**src/rtl/mtnt_pkg.sv**
```systemverilog
// ----------------------------------------------------------------------------
// mtnt_pkg: shared types and constants for the MIDI track note transposer
// Byte-level status codes and the per-byte result bundle.
// ----------------------------------------------------------------------------
`default_nettype none

package mtnt_pkg;

  localparam int BYTE_W = 8;
  localparam int SKIP_W = 28;

  typedef logic [BYTE_W-1:0] byte_t;

  // result of parsing one track byte
  typedef struct packed {
    byte_t byte_val;
    logic  was_note;
  } mtnt_res_t;

  localparam byte_t ST_META     = 8'hFF;
  localparam byte_t ST_SYSEX_END = 8'hF7;

  // status high nibbles
  localparam logic [3:0] NIB_SYS     = 4'hF;
  localparam logic [3:0] NIB_BEND    = 4'hE;
  localparam logic [3:0] NIB_CHPRESS = 4'hD;
  localparam logic [3:0] NIB_PROG    = 4'hC;
  localparam logic [3:0] NIB_CTRL    = 4'hB;
  localparam logic [3:0] NIB_POLY    = 4'hA;
  localparam logic [3:0] NIB_NOTE_ON = 4'h9;
  localparam logic [3:0] NIB_NOTE_OFF = 4'h8;

endpackage

`default_nettype wire

```
**src/rtl/mtnt_parser.sv**
```systemverilog
// ----------------------------------------------------------------------------
// mtnt_parser: track event parser state and note byte transposition
// Holds parse phase, running status class and meta skip count; produces
// the output byte for the beat presented and updates state on advance.
// ----------------------------------------------------------------------------
`default_nettype none

module mtnt_parser (
  input  wire logic              clk,
  input  wire logic              rst_n,
  input  wire logic              advance,
  input  wire mtnt_pkg::byte_t   byte_in,
  input  wire logic              last_in,
  input  wire mtnt_pkg::byte_t   note_shift,
  output mtnt_pkg::mtnt_res_t    res
);
  import mtnt_pkg::*;

  localparam logic [3:0] PH_DELTA     = 4'd0;
  localparam logic [3:0] PH_STATUS    = 4'd1;
  localparam logic [3:0] PH_NOTE      = 4'd2;
  localparam logic [3:0] PH_DATA_TWO  = 4'd3;
  localparam logic [3:0] PH_DATA_LAST = 4'd4;
  localparam logic [3:0] PH_SYSEX     = 4'd5;
  localparam logic [3:0] PH_META_TYPE = 4'd6;
  localparam logic [3:0] PH_META_LEN  = 4'd7;
  localparam logic [3:0] PH_META_SKIP = 4'd8;

  localparam logic [2:0] RC_NONE = 3'd0;
  localparam logic [2:0] RC_BEND = 3'd1;
  localparam logic [2:0] RC_ONE  = 3'd2;
  localparam logic [2:0] RC_MODE = 3'd3;
  localparam logic [2:0] RC_NOTE = 3'd4;

  logic [3:0]        phase_r, phase_nxt;
  logic [2:0]        rclass_r, rclass_nxt;
  logic [SKIP_W-1:0] skip_r, skip_nxt;
  logic [SKIP_W-1:0] len_acc;
  logic [SKIP_W-1:0] skip_dec;
  byte_t             shifted;

  assign shifted  = byte_in + note_shift;
  assign len_acc  = {skip_r[SKIP_W-8:0], byte_in[6:0]};
  assign skip_dec = skip_r - SKIP_W'(1);

  always_comb begin
    phase_nxt    = phase_r;
    rclass_nxt   = rclass_r;
    skip_nxt     = skip_r;
    res.byte_val = byte_in;
    res.was_note = 1'b0;
    unique case (phase_r)
      PH_DELTA: phase_nxt = byte_in[7] ? PH_DELTA : PH_STATUS;
      PH_STATUS: begin
        if (byte_in == ST_META) begin
          phase_nxt = PH_META_TYPE;
        end else begin
          unique case (byte_in[7:4]) inside
            NIB_SYS: phase_nxt = PH_SYSEX;
            NIB_BEND: begin
              rclass_nxt = RC_BEND;
              phase_nxt  = PH_DATA_TWO;
            end
            NIB_CHPRESS, NIB_PROG: begin
              rclass_nxt = RC_ONE;
              phase_nxt  = PH_DATA_LAST;
            end
            NIB_CTRL: begin
              rclass_nxt = RC_MODE;
              phase_nxt  = PH_DATA_TWO;
            end
            NIB_POLY, NIB_NOTE_ON, NIB_NOTE_OFF: begin
              rclass_nxt = RC_NOTE;
              phase_nxt  = PH_NOTE;
            end
            default: begin
              // running status: this byte is the first data byte
              unique case (rclass_r)
                RC_BEND, RC_MODE: phase_nxt = PH_DATA_LAST;
                RC_NOTE: begin
                  res.byte_val = shifted;
                  res.was_note = 1'b1;
                  phase_nxt    = PH_DATA_LAST;
                end
                default: phase_nxt = PH_DELTA;
              endcase
            end
          endcase
        end
      end
      PH_NOTE: begin
        res.byte_val = shifted;
        res.was_note = 1'b1;
        phase_nxt    = PH_DATA_LAST;
      end
      PH_DATA_TWO:  phase_nxt = PH_DATA_LAST;
      PH_DATA_LAST: phase_nxt = PH_DELTA;
      PH_SYSEX:     phase_nxt = (byte_in == ST_SYSEX_END) ? PH_DELTA : PH_SYSEX;
      PH_META_TYPE: begin
        skip_nxt  = '0;
        phase_nxt = PH_META_LEN;
      end
      PH_META_LEN: begin
        skip_nxt = len_acc;
        if (byte_in[7]) begin
          phase_nxt = PH_META_LEN;
        end else begin
          phase_nxt = (len_acc == '0) ? PH_DELTA : PH_META_SKIP;
        end
      end
      PH_META_SKIP: begin
        skip_nxt  = skip_dec;
        phase_nxt = (skip_dec == '0) ? PH_DELTA : PH_META_SKIP;
      end
      default: phase_nxt = PH_DELTA;
    endcase
    if (last_in) begin
      phase_nxt = PH_DELTA;
      skip_nxt  = '0;
    end
  end

  always_ff @(posedge clk) begin
    if (!rst_n) begin
      phase_r  <= PH_DELTA;
      rclass_r <= RC_NONE;
      skip_r   <= '0;
    end else if (advance) begin
      phase_r  <= phase_nxt;
      rclass_r <= rclass_nxt;
      skip_r   <= skip_nxt;
    end
  end

endmodule

`default_nettype wire

```
**src/rtl/midi_track_note_transposer.sv**
```systemverilog
// ----------------------------------------------------------------------------
// midi_track_note_transposer: MIDI track byte stream note transposer
// Input register, parser, output register; note bytes get note_shift added.
// ----------------------------------------------------------------------------
// Each beat is captured in the input register, then in the output register.
// Throughput: one beat per cycle unless out_ready stalls, one parser step per byte.
// Reset (rst_n low, synchronous): both pipeline stages empty, parser to
// delta-time phase with no running status, note_shift to 0.
`default_nettype none

module midi_track_note_transposer (
  input  wire logic             clk,
  input  wire logic             rst_n,
  input  wire logic             cfg_we,
  input  wire mtnt_pkg::byte_t  cfg_wdata,
  input  wire logic             in_valid,
  output logic                  in_ready,
  input  wire mtnt_pkg::byte_t  in_byte_in,
  input  wire logic             in_last_byte,
  output logic                  out_valid,
  input  wire logic             out_ready,
  output mtnt_pkg::byte_t       out_byte_out,
  output logic                  out_was_note,
  output logic                  out_last_out
);
  import mtnt_pkg::*;

  logic      shift_r;
  byte_t     note_shift_r;
  logic      s1_valid_r;
  byte_t     s1_byte_r;
  logic      s1_last_r;
  logic      o_valid_r;
  mtnt_res_t o_res_r;
  logic      o_last_r;
  logic      o_free;
  logic      s1_move;
  mtnt_res_t res;

  assign o_free   = !o_valid_r || out_ready;
  assign s1_move  = s1_valid_r && o_free;
  assign in_ready = !s1_valid_r || o_free;

  always_ff @(posedge clk) begin
    if (!rst_n) begin
      note_shift_r <= '0;
      shift_r      <= 1'b0;
    end else begin
      shift_r <= cfg_we;
      if (cfg_we) note_shift_r <= cfg_wdata;
    end
  end

  always_ff @(posedge clk) begin
    if (!rst_n) begin
      s1_valid_r <= 1'b0;
    end else if (in_ready) begin
      s1_valid_r <= in_valid;
    end
  end

  always_ff @(posedge clk) begin
    if (in_ready && in_valid) begin
      s1_byte_r <= in_byte_in;
      s1_last_r <= in_last_byte;
    end
  end

  mtnt_parser u_parser (
    .clk        (clk),
    .rst_n      (rst_n),
    .advance    (s1_move),
    .byte_in    (s1_byte_r),
    .last_in    (s1_last_r),
    .note_shift (note_shift_r),
    .res        (res)
  );

  always_ff @(posedge clk) begin
    if (!rst_n) begin
      o_valid_r <= 1'b0;
    end else if (o_free) begin
      o_valid_r <= s1_valid_r;
    end
  end

  always_ff @(posedge clk) begin
    if (s1_move) begin
      o_res_r  <= res;
      o_last_r <= s1_last_r;
    end
  end

  assign out_valid    = o_valid_r;
  assign out_byte_out = o_res_r.byte_val;
  assign out_was_note = o_res_r.was_note;
  assign out_last_out = o_last_r;

  // input stalls only when both stages hold beats and the sink is blocked
  a_stall_only_when_full: assert property (@(posedge clk) disable iff (!rst_n)
    !in_ready |-> (s1_valid_r && o_valid_r && !out_ready))
    else $error("input stalled with room in the pipeline");

  // a beat leaving the input register always lands in the output register
  a_move_lands: assert property (@(posedge clk) disable iff (!rst_n)
    s1_move |=> o_valid_r)
    else $error("beat lost between stages");

  // config write takes effect on the next edge
  a_cfg_applied: assert property (@(posedge clk) disable iff (!rst_n)
    shift_r |-> note_shift_r == $past(cfg_wdata))
    else $error("note shift not loaded");

  a_reset_empty: assert property (@(posedge clk)
    !rst_n |=> (!o_valid_r && !s1_valid_r))
    else $error("pipeline not empty after reset");

endmodule

`default_nettype wire
```
**config.mk**
```make
export PLATFORM = sky130hd
export DESIGN_NAME = midi_track_note_transposer
export DESIGN_NICKNAME = d
export VERILOG_FILES = /design/src/rtl/mtnt_pkg.sv /design/src/rtl/mtnt_parser.sv /design/src/rtl/midi_track_note_transposer.sv
export SDC_FILE = /design/constraint.sdc
export NUM_CORES = 1
export LEC_CHECK = 0
export BUFFER_PORTS_ARGS = -buffer_cell sky130_fd_sc_hd__buf_2
export CAP_MARGIN = 25
export CORE_UTILIZATION = 60
export CTS_BUF_LIST = sky130_fd_sc_hd__clkbuf_16
export CTS_CLUSTER_SIZE = 30
export DETAILED_ROUTE_END_ITERATION = 16
export PLACE_DENSITY = 0.8
export SYNTH_ARGS = -nofsm -noshare
export SYNTH_HDL_FRONTEND = slang
export SYNTH_SLANG_ARGS = --single-unit
```
**constraint.sdc**
```tcl
create_clock -name clk -period 2.84 [get_ports clk]
set_input_delay 0.568 -clock clk [delete_from_list [all_inputs] [get_ports clk]]
set_output_delay 0.568 -clock clk [all_outputs]
set_load 0.01 [all_outputs]
```
After elaboration in Yosys (flattened, before gate mapping)
Cells that the tools add are included.
{"block": "totals", "input_bits": 22, "wordCells": 70, "regBits": 64, "out_inout_bits": 12}
{"block": "classes", "mux": 17, "n_eq_ne": 20, "bitwise_logic": 1, "n_reduce_logical": 19, "n_addsub": 2}
{"operator": "$pmux W28 S3", "n": 1}
{"operator": "$logic_not A28 Y1", "n": 2}
{"operator": "$eq A4 B4 Y1 const B", "n": 9}
{"operator": "$mux W28", "n": 1}
{"operator": "$pmux W4 S7", "n": 1}
{"operator": "$sub A28 B1 Y28 const B", "n": 1}
{"operator": "$mux W9", "n": 3}
{"operator": "$mux W4", "n": 5}
{"operator": "$pmux W9 S2", "n": 1}
{"operator": "$eq A8 B8 Y1 const B", "n": 2}
{"operator": "$pmux W4 S4", "n": 1}
{"operator": "$eq A4 B3 Y1 const B", "n": 3}
{"operator": "$pmux W3 S4", "n": 1}
{"operator": "$add A8 B8 Y8", "n": 1}
{"operator": "$eq A4 B2 Y1 const B", "n": 2}
{"operator": "$reduce_bool A4 Y1", "n": 2}
{"operator": "$reduce_or A8 Y1", "n": 1}
{"operator": "$mux W3", "n": 2}
{"operator": "$reduce_or A2 Y1", "n": 3}
{"operator": "$reduce_or A3 Y1", "n": 2}
{"operator": "$eq A4 B1 Y1 const B", "n": 1}
{"operator": "$logic_not A4 Y1", "n": 1}
{"operator": "$reduce_and A4 Y1", "n": 1}
{"operator": "$eq A3 B1 Y1 const B", "n": 1}
{"operator": "8 further kinds", "n": 11}

Logic depth before layout (Yosys ltp)
Gate-level depths: netlist of the first run.
{"block": "logic_depth", "ltp_word": 7, "ltp_mapped": 11}

Cells and area by module
A second synthesis of the first run with hierarchy kept.
{"block": "hier_totals", "cells_unflattened": 463, "hier_area_um2": 4159.0}
{"module": "mtnt_parser", "instances": 1, "seq_area_each_um2": 700.7, "cells_each": 410, "area_per_inst_um2": 3203.1}
{"module": "midi_track_note_transposer", "instances": 1, "seq_area_each_um2": 770.7, "cells_each": 53, "area_per_inst_um2": 955.9}

Worst setup path after synthesis of the first run
Ideal clock, no wire load.
{"block": "synth_path", "kind": "reg2reg", "from": "register u_parser.skip_r[1]", "to": "register u_parser.skip_r[26]", "t_required_ns": 2.770, "stages_incl_launch_ff": 12, "slack_ns": 0.387, "setup_ns": 0.070, "arrival_ns": 2.382, "cell_sequence": "dfxtp_1 -> clkbuf_1 -> inv_1 -> ha_1 -> clkbuf_1 -> nor4b_4 -> nand2_1 -> buf_2 -> nor4b_1 -> mux2i_1 -> o21ai_1 -> a21oi_1"}
{"block": "synth_between", "elab_chain_cells": 3}
{"item": "start: declaration", "line_no": "mtnt_parser.sv:37", "source": "logic [SKIP_W-1:0] skip_r, skip_nxt;"}
{"item": "start signal: assignment", "line_no": "mtnt_parser.sv:131", "source": "skip_r <= skip_nxt;"}
{"item": "$sub A28 B1 Y28", "line_no": "mtnt_parser.sv:44", "source": "assign skip_dec = skip_r - SKIP_W'(1);"}
{"item": "$pmux W28 S3", "line_no": "mtnt_parser.sv:52", "source": "unique case (phase_r)"}
{"item": "$mux W28", "line_no": "mtnt_parser.sv:117", "source": "if (last_in) begin"}
Every way passes these cells.
A chain may end at the register's enable or synchronous reset.

Worst setup path after layout of the first run
{"block": "layout_path", "from": "register u_parser.skip_r[0]", "to": "register u_parser.phase_r[3]"}
{"block": "layout_between", "elab_chain_cells": 5}
{"item": "$sub A28 B1 Y28 / $logic_not A28 Y1 (equally long branches)", "line_no": "mtnt_parser.sv:44, mtnt_parser.sv:108"}
{"item": "$logic_not A28 Y1 / $mux W4 (equally long branches)", "line_no": "mtnt_parser.sv:113, mtnt_parser.sv:108"}
{"item": "$mux W4 (on tied branches)", "line_no": "mtnt_parser.sv:113, mtnt_parser.sv:105"}
{"item": "$pmux W4 S7 (*)", "line_no": "mtnt_parser.sv:52"}
{"item": "$mux W4 (*)", "line_no": "mtnt_parser.sv:117"}
{"item": "end signal: assignment", "line_no": "mtnt_parser.sv:129", "source": "phase_r <= phase_nxt;"}
{"item": "end: declaration", "line_no": "mtnt_parser.sv:35", "source": "logic [3:0] phase_r, phase_nxt;"}
Every way passes the cells marked *; elsewhere a longest branch is shown, timed or not.

==> metrics.md, run 1 <==
| Metric | Value |
|---|---|
| Final setup viols | 0 |
| Reg clk slew, reported paths | 0.06 ns |
| Synth-to-Final Area Change | 12.0% |
| Row cnt | 30 |
| Worst setup path category | flip-flop to flip-flop |
| # IOs | 34 |
| Maximum buffer depth of the clock tree | 2 |
| Final Util | 0.690 |
| Mapped Area | 0.00417 mm^2 |
| Worst skew pair latency | 0.33 ns |
| Hold Path Class | primary input to flip-flop |
| Commonest non-fill, non-tap cells in the layout | 55 x nor2_1, 45 x dfxtp_1, 38 x nand2_1, 35 x a21oi_1 |
| ANT nets after route | 0 |
| Vias | 3985 |
| Via density | 6.51 |
| DR pass1 iterations | 5 |
| Final critical-path required period | 2.60 ns |
| Prevailing post-synth register cell | dfxtp_1 |
| Crit start category | flip-flop |
| Die area | slightly above 0.007 mm^2 |
| Global route overflow | 0 |
| Maxcap violations | 0 |
| Ys Warns | 0 |
| Ant diodes | 0 |
| Crit Reg-Reg Endpoint | u_parser.phase_r[3]$_SDFFE_PN0P_ |
| Clock skew | 0.00586 ns |
| Pins Over Slew Limit | 0 |
| First-pass GRT wire length | 18.4 mm |
| Post-CTS Setup Bufs | 0 |
| CP Data Required Time | 3.05 ns |
| DRC | 0 |
| Cell family with most CP delay | simple AND/OR/NAND/NOR gates |
| Cell Chain, Critical Path | inv_1 > ha_1 > nor4b_4 > nand2_1 > o31ai_1 > nand4_1 > nor4_1 > a21oi_1 |
| Status | finished, final reports clean |
| Worst-margin pin slew | around 0.79 ns |
| TritonCTS Sinks | 64 |
| Vias in the first global route | 3708 |
| CP Max Fanout | 14 |
| Max frequency | 385 MHz |
| Lkg Pwr | 1.97 nW |
| R2R depth | 8 |
| CP Buf/Inv Count | 1 |
| H-tree Lvls | 3 |
| Final nets | 559 |
| HPWL Detailed | 7.61 mm |
| Asr flop ratio synth | 0 |
| Starting Density | 0.616 |
| Fin crit share | 0.915 |
| Average size of a mapped cell | about 8 um^2 |
| GRT Total Usage | 0.322 |
| Setup_tns | 0 ns |
| Slew margin rel. | 0.476 |
| Synth area leaders | dfxtp_1 22%, edfxtp_1 14%, nor2_1 5.0% |
| Number of flops mapped to enable cells by yosys | 19 |
| Post-CTS Resized | 0 |
| Syn nets | ~540 |
| Hold Violations, Final | 0 |
| Levels on crit path | 8 |
| Final hold slack | between 0.4 and 0.5 ns |
| Crit path DAT | approximately 2.8 ns |
| CTS buffer count | 9 |
| Number of unique standard cell types used by synthesis | 68 |
| Share of cells above drive strength 1 | 0.154 |
| Slowest cell on the critical path | o31ai_1 |
| CTS tree | done |
| Endpoint type of the worst setup path | flip-flop |
| Area of the core | 0.00676 mm^2 |
| Post-synth top area share | 0.216 |
| CP endpoint | u_parser.phase_r[3]$_SDFFE_PN0P_ |
| Detailed Route Iter0 Violations | 512 |
| Per-cell routed wire length | 18.2 um |
| Worst VDD drop | 357 uV |
| Initial antenna violation count | 0 |
| Synth Instances | 512 |
| Routability Congestion | 1.01 |
| Most common cell after layout, fill and taps aside | nor2_1 |
| Area after DPL | 0.00437 mm^2 |
| HP Start | in_byte_in[4] |
| PwrDens | 485 mW/mm^2 |
| CP max stage delay | ~0.42 ns |
| Pin count of the biggest net entering global routing | 43 |
| Internal reg-to-reg setup slack | 0.24 ns |
| Tot Pwr | roughly 2.3 mW |
| Fin area | about 0.0047 mm^2 |
| #FFs+latches synth | 64 |
| Root buf cell | clkbuf_16 |
| Largest area contributor in the netlist | dfxtp_1 |
| Post-synthesis sequential area ratio | 0.353 |
| RSZ-0062 raised after global routing | false |
| Routed wire length | 11.2 mm |
| Die outline height | 85.3 um |
| Reg-to-Reg Start | u_parser.skip_r[0]$_SDFFE_PN0P_ |
| Die width | around 85 um |
| CTS Hold Bufs | 0 |
| Worst Setup SP | u_parser.skip_r[0]$_SDFFE_PN0P_ |
| Number of I/O port buffers | 33 |
## synthesized netlist by cell type, types with 4 or more instances
library cell and count:
nand2_1 38, or4_1 4, a21oi_1 35, nand4_1 10
o31ai_1 9, nand2b_1 5, a22oi_1 15, or3_1 10
nor2_1 55, dfxtp_1 45, xnor2_1 10, o21ai_0 33
a21o_1 4, clkbuf_1 35, or2_2 5, a41oi_1 4
nand3_1 9, nor4_1 15, and3_1 9, inv_1 16
and2_1 4, edfxtp_1 19, o22ai_1 7, buf_2 5
mux2i_1 10, nor3_1 18, ha_1 9, nor2b_1 6
xor2_1 7
## registers in the layout (all words and copies together) (netlist names)
register           count
u_parser.phase_r       4
u_parser.rclass_r      3
out_valid              1
s1_valid_r             1
out_was_note           1
u_parser.skip_r       28
s1_byte_r              8
out_byte_out           8
s1_last_r              1
out_last_out           1
note_shift_r           8
## cells by family after synthesis
| logic type | after synthesis | share of synthesized area |
|---|---|---|
| AO/OA/AOI/OAI | 139 | 0.213 |
| XOR/XNOR | 17 | 0.0357 |
| adder cells (fa/ha/maj) | 10 | 0.0318 |
| buffers and inverters | 60 | 0.0601 |
| flip-flops | 64 | 0.353 |
| multiplexers | 13 | 0.0321 |
| AND/OR/NAND/NOR | 209 | 0.274 |
## where the power goes
part           leakage [nW]  switching (mW)  internal, mW
clock                 0.144           0.429         0.679
sequential            0.546          0.0286         0.968
combinational          1.28          0.0913        0.0675
total                  1.97           0.548          1.71
## worst min-delay path by stage
stage / slack (ns) / cells after the start / endpoint
4_1_cts: 0.41 / 1 / s1_byte_r[4]$_DFFE_PP_
6_report: 0.41 / 1 / s1_byte_r[4]$_DFFE_PP_
3_5_place_dp: 0.47 / 2 / u_parser.rclass_r[1]$_SDFFE_PN0P_
2_1_floorplan: 0.42 / 0 / out_last_out$_DFFE_PP_
5_1_grt: 0.40 / 1 / s1_byte_r[3]$_DFFE_PP_
3_3_place_gp: 0.46 / 2 / u_parser.rclass_r[1]$_SDFFE_PN0P_
## metrics by stage
| stage | setup WS (ns) | cells |
|---|---|---|
| floorplan | 0.387 | 512 |
| global placement | 0.401 | 596 |
| detailed placement | 0.324 | 596 |
| CTS | 0.296 | 612 |
| global route | 0.0321 | 612 |
| finish | 0.242 | 612 |
## final cells by class
cell class,count,area (um^2)
Sequential cell,64,1470
Multi-Input combinational cell,388,2460
Tap cell,80,100
Clock buffer,9,225
Inverter,17,63.8
Fill cell,528,2090
Timing Repair Buffer,47,270
Clock inverter,7,70.1
## per-layer routing
metal  GRT usage  vias to the layer above  wire, um
met3      0.0564                       34       957
met5           0                        -         0
met1       0.443                     1834      4910
met4       0.136                        0       233
li1            -                     1917         -
met2       0.501                      200      5070
## worst register-to-register path: cells and delay by family (launching register included)
family / cells / cell delay [ns]
AND/OR/NAND/NOR: 4 / 1.09
flip-flops: 1 / 0.40
AO/OA/AOI/OAI: 2 / 0.52
adder cells (fa/ha/maj): 1 / 0.34
buffers and inverters: 1 / 0.13
Power figures use the tool's default switching activity.
==> run 2, diff against run 1 <==
SETUP_SLACK_MARGIN = 0.5   (was not set)
==> run 2 against run 1 <==
Effect of this change:
- die area stayed put
- final cell count rose by 1.6%
- first-iteration DRC count is 17% lower
- non-clock buffer count grew 10
- utilization grew 3.1 points
- critical path depth down 2
- global-route usage is 0.32 points higher
- count of clock-buffer cells in the layout is the same
- worst setup slack better by 0.28 ns
- sequential share of layout area is 1.2 points lower
- clock skew is 0.0048 ns higher
- sequential power about the same
==> metrics.md, run 2 (same netlist as run 1, synthesis figures left out) <==
| Metric | Value |
|---|---|
| Status | finished, final reports clean (unchanged) |
| Clock skew | 0.0107 ns (was 0.00586 ns) |
| Internal | 1.91 mW (was 1.71 mW) |
| Final critical-path required period | 2.32 ns (was 2.60 ns) |
| CP Buf/Inv Count | 0 (was 1) |
| GRT Total Usage | 0.325 (was 0.322) |
| Cell family with most CP delay | simple AND/OR/NAND/NOR gates (unchanged) |
| Switching power | 0.578 mW (was 0.548 mW) |
| TritonCTS Sinks | 64 (unchanged) |
| Slew margin rel. | 0.487 (was 0.476) |
| GR Util met2 | 0.514 (was 0.501) |
| HPWL Detailed | 7.66 mm (was 7.61 mm) |
| CP max stage delay | 0.48 ns (was 0.42 ns) |
| Sw frac | 0.232 (was 0.242) |
| Crit start category | flip-flop (unchanged) |
| Starting Density | 0.616 (unchanged) |
| Worst VDD drop | 368 uV (was 357 uV) |
| CP Max Fanout | 9 (was 14) |
| Number of I/O port buffers | 33 (unchanged) |
| Synth-to-Final Area Change | 17.0% (was 12.0%) |
| Setup_tns | 0 ns (unchanged) |
| Routed wire length | 11.6 mm (was 11.2 mm) |
| Global route overflow | 0 (unchanged) |
| Vias | 4128 (was 3985) |
| Hold Path Class | primary input to flip-flop (unchanged) |
| Met1 track demand over resource | 0.441 (was 0.443) |
| Detailed Route Iter0 Violations | 427 (was 512) |
| Slowest cell on the critical path | or4b_1 (was o31ai_1) |
| Commonest non-fill, non-tap cells in the layout | 55 x nor2_1, 40 x dfxtp_1, 37 x nand2_1, 33 x a21oi_1, 33 x buf_2 (was 55 x nor2_1, 45 x dfxtp_1, 38 x nand2_1, 35 x a21oi_1) |
| Reg clk slew, reported paths | 0.06 ns (about the same) |
| Cell Chain, Critical Path | or3_4 > nor4_4 > nand3_2 > or4b_1 > a311oi_1 > a21oi_1 (was inv_1 > ha_1 > nor4b_4 > nand2_1 > o31ai_1 > nand4_1 > nor4_1 > a21oi_1) |
| Die area | 0.00728 mm^2 (unchanged) |
| Worst skew pair latency | 0.34 ns (was 0.33 ns) |
| Sequential Power Share | 0.400 (was 0.440) |
| Fin crit share | 0.815 (was 0.915) |
| First-pass GRT wire length | 18.6 mm (was 18.4 mm) |
| Most common cell after layout, fill and taps aside | nor2_1 (unchanged) |
| Grt met3 use | 0.0584 (was 0.0564) |
| Share of cells above drive strength 1 | 0.207 (was 0.154) |
| GRT Max-Usage Layer | met2 (unchanged) |
| Tot Pwr | 2.49 mW (was 2.26 mW) |
| Endpoint type of the worst setup path | flip-flop (unchanged) |
| Vias in the first global route | 3747 (was 3708) |
| Die width | 85.3 um (unchanged) |
| Max frequency | 432 MHz (was 385 MHz) |
| Crit path DAT | 2.53 ns (was 2.81 ns) |
| CTS buffer count | 9 (unchanged) |
| Final setup viols | 0 (unchanged) |
| ANT nets after route | 0 (unchanged) |
| Number of flip-flops in the largest register | 28 (unchanged) |
| Routability Congestion | 0.991 (was 1.01) |
| Pin count of the biggest net entering global routing | 43 (unchanged) |
| Lkg Pwr | 2.06 nW (was 1.97 nW) |
| PwrDens | 510 mW/mm^2 (was 485 mW/mm^2) |
| Worst-margin pin slew | 0.764 ns (was 0.785 ns) |
| Per-cell routed wire length | 18.6 um (was 18.2 um) |
| Die outline height | 85.3 um (unchanged) |
| Ant diodes | 0 (unchanged) |
| DR pass1 iterations | 6 (was 5) |
| CTS tree | done (unchanged) |
| DRC | 0 (unchanged) |
| Worst setup path category | flip-flop to flip-flop (unchanged) |
| Top reg by flops | u_parser.skip_r (unchanged) |
| Clk pwr share | 0.530 (was 0.489) |
| H-tree Lvls | 3 (unchanged) |
| CTS Hold Bufs | 0 (unchanged) |
| Final Util | 0.721 (was 0.690) |
| Initial antenna violation count | 0 (unchanged) |
| Row cnt | 30 (unchanged) |
| Final nets | 569 (was 559) |
| Hold Violations, Final | 0 (unchanged) |
| Via density | 6.64 (was 6.51) |
| RSZ-0062 raised after global routing | true (was false) |
| Maxcap violations | 0 (unchanged) |
| CP Data Required Time | 3.05 ns (about the same) |
| # IOs | 34 (unchanged) |
| Pins Over Slew Limit | 0 (unchanged) |
| Area of the core | 0.00676 mm^2 (unchanged) |
| Root buf cell | clkbuf_16 (unchanged) |
| Maximum buffer depth of the clock tree | 2 (unchanged) |
| Comb power frac | 0.070 (about the same) |
==> run 2: path summary, 6_finish.rpt <==
check	start	to	slack, ns	cells past startpoint
max	u_parser.skip_r[9]$_SDFFE_PN0P_	u_parser.phase_r[3]$_SDFFE_PN0P_	0.52	6
min	in_last_byte	s1_last_r$_DFFE_PP_	0.41	1
min reg2reg	u_parser.rclass_r[1]$_SDFFE_PN0P_	u_parser.rclass_r[1]$_SDFFE_PN0P_	0.48	2
max reg2reg	u_parser.skip_r[9]$_SDFFE_PN0P_	u_parser.phase_r[3]$_SDFFE_PN0P_	0.52	6
==> run 2: what timing repair did <==
item,4_1_cts,5_1_grt
buffers inserted,2,5
hold endpoints to repair,0,0
endpoints found under the setup margin,13,27
pin swaps,2,2
gates resized for setup,5,16
==> run 2: routing by layer <==
metal  vias to the layer above  share of wire
li1                       1953              -
met1                      1931           0.43
met2                       218           0.47
met3                        26          0.090
met4                         0          0.018
met5                         -              0
==> run 2: final cells by class <==
class / count / area (um^2)
clock buffer: 9 / 225
sequential: 64 / 1480
timing repair buffer: 57 / 345
tap: 80 / 100
clock inverter: 7 / 125
fill: 528 / 1880
inverter: 17 / 63.8
multi-input combinational: 388 / 2540
==> run 2: metrics by stage <==
step                      std cells  setup slack (ns)  cell area (um^2)  hold WS [ns]
after floorplan                 512             0.533              4180         0.424
after global placement          599             0.318              4400         0.462
after detailed placement        599             0.269              4400         0.474
after CTS                       617             0.388              4790         0.400
after global routing            622             0.455              4870         0.400
final                           622             0.524              4870         0.406
==> run 2: power groups by stage <==
stage / clock network (mW) / registers, mW / logic [mW]
2_1_floorplan: 0 / 1.01 / 0.108
3_3_place_gp: 0 / 1.01 / 0.153
3_5_place_dp: 0 / 1.01 / 0.161
4_1_cts: 1.33 / 0.994 / 0.165
5_1_grt: 1.36 / 0.997 / 0.188
6_report: 1.32 / 0.995 / 0.173
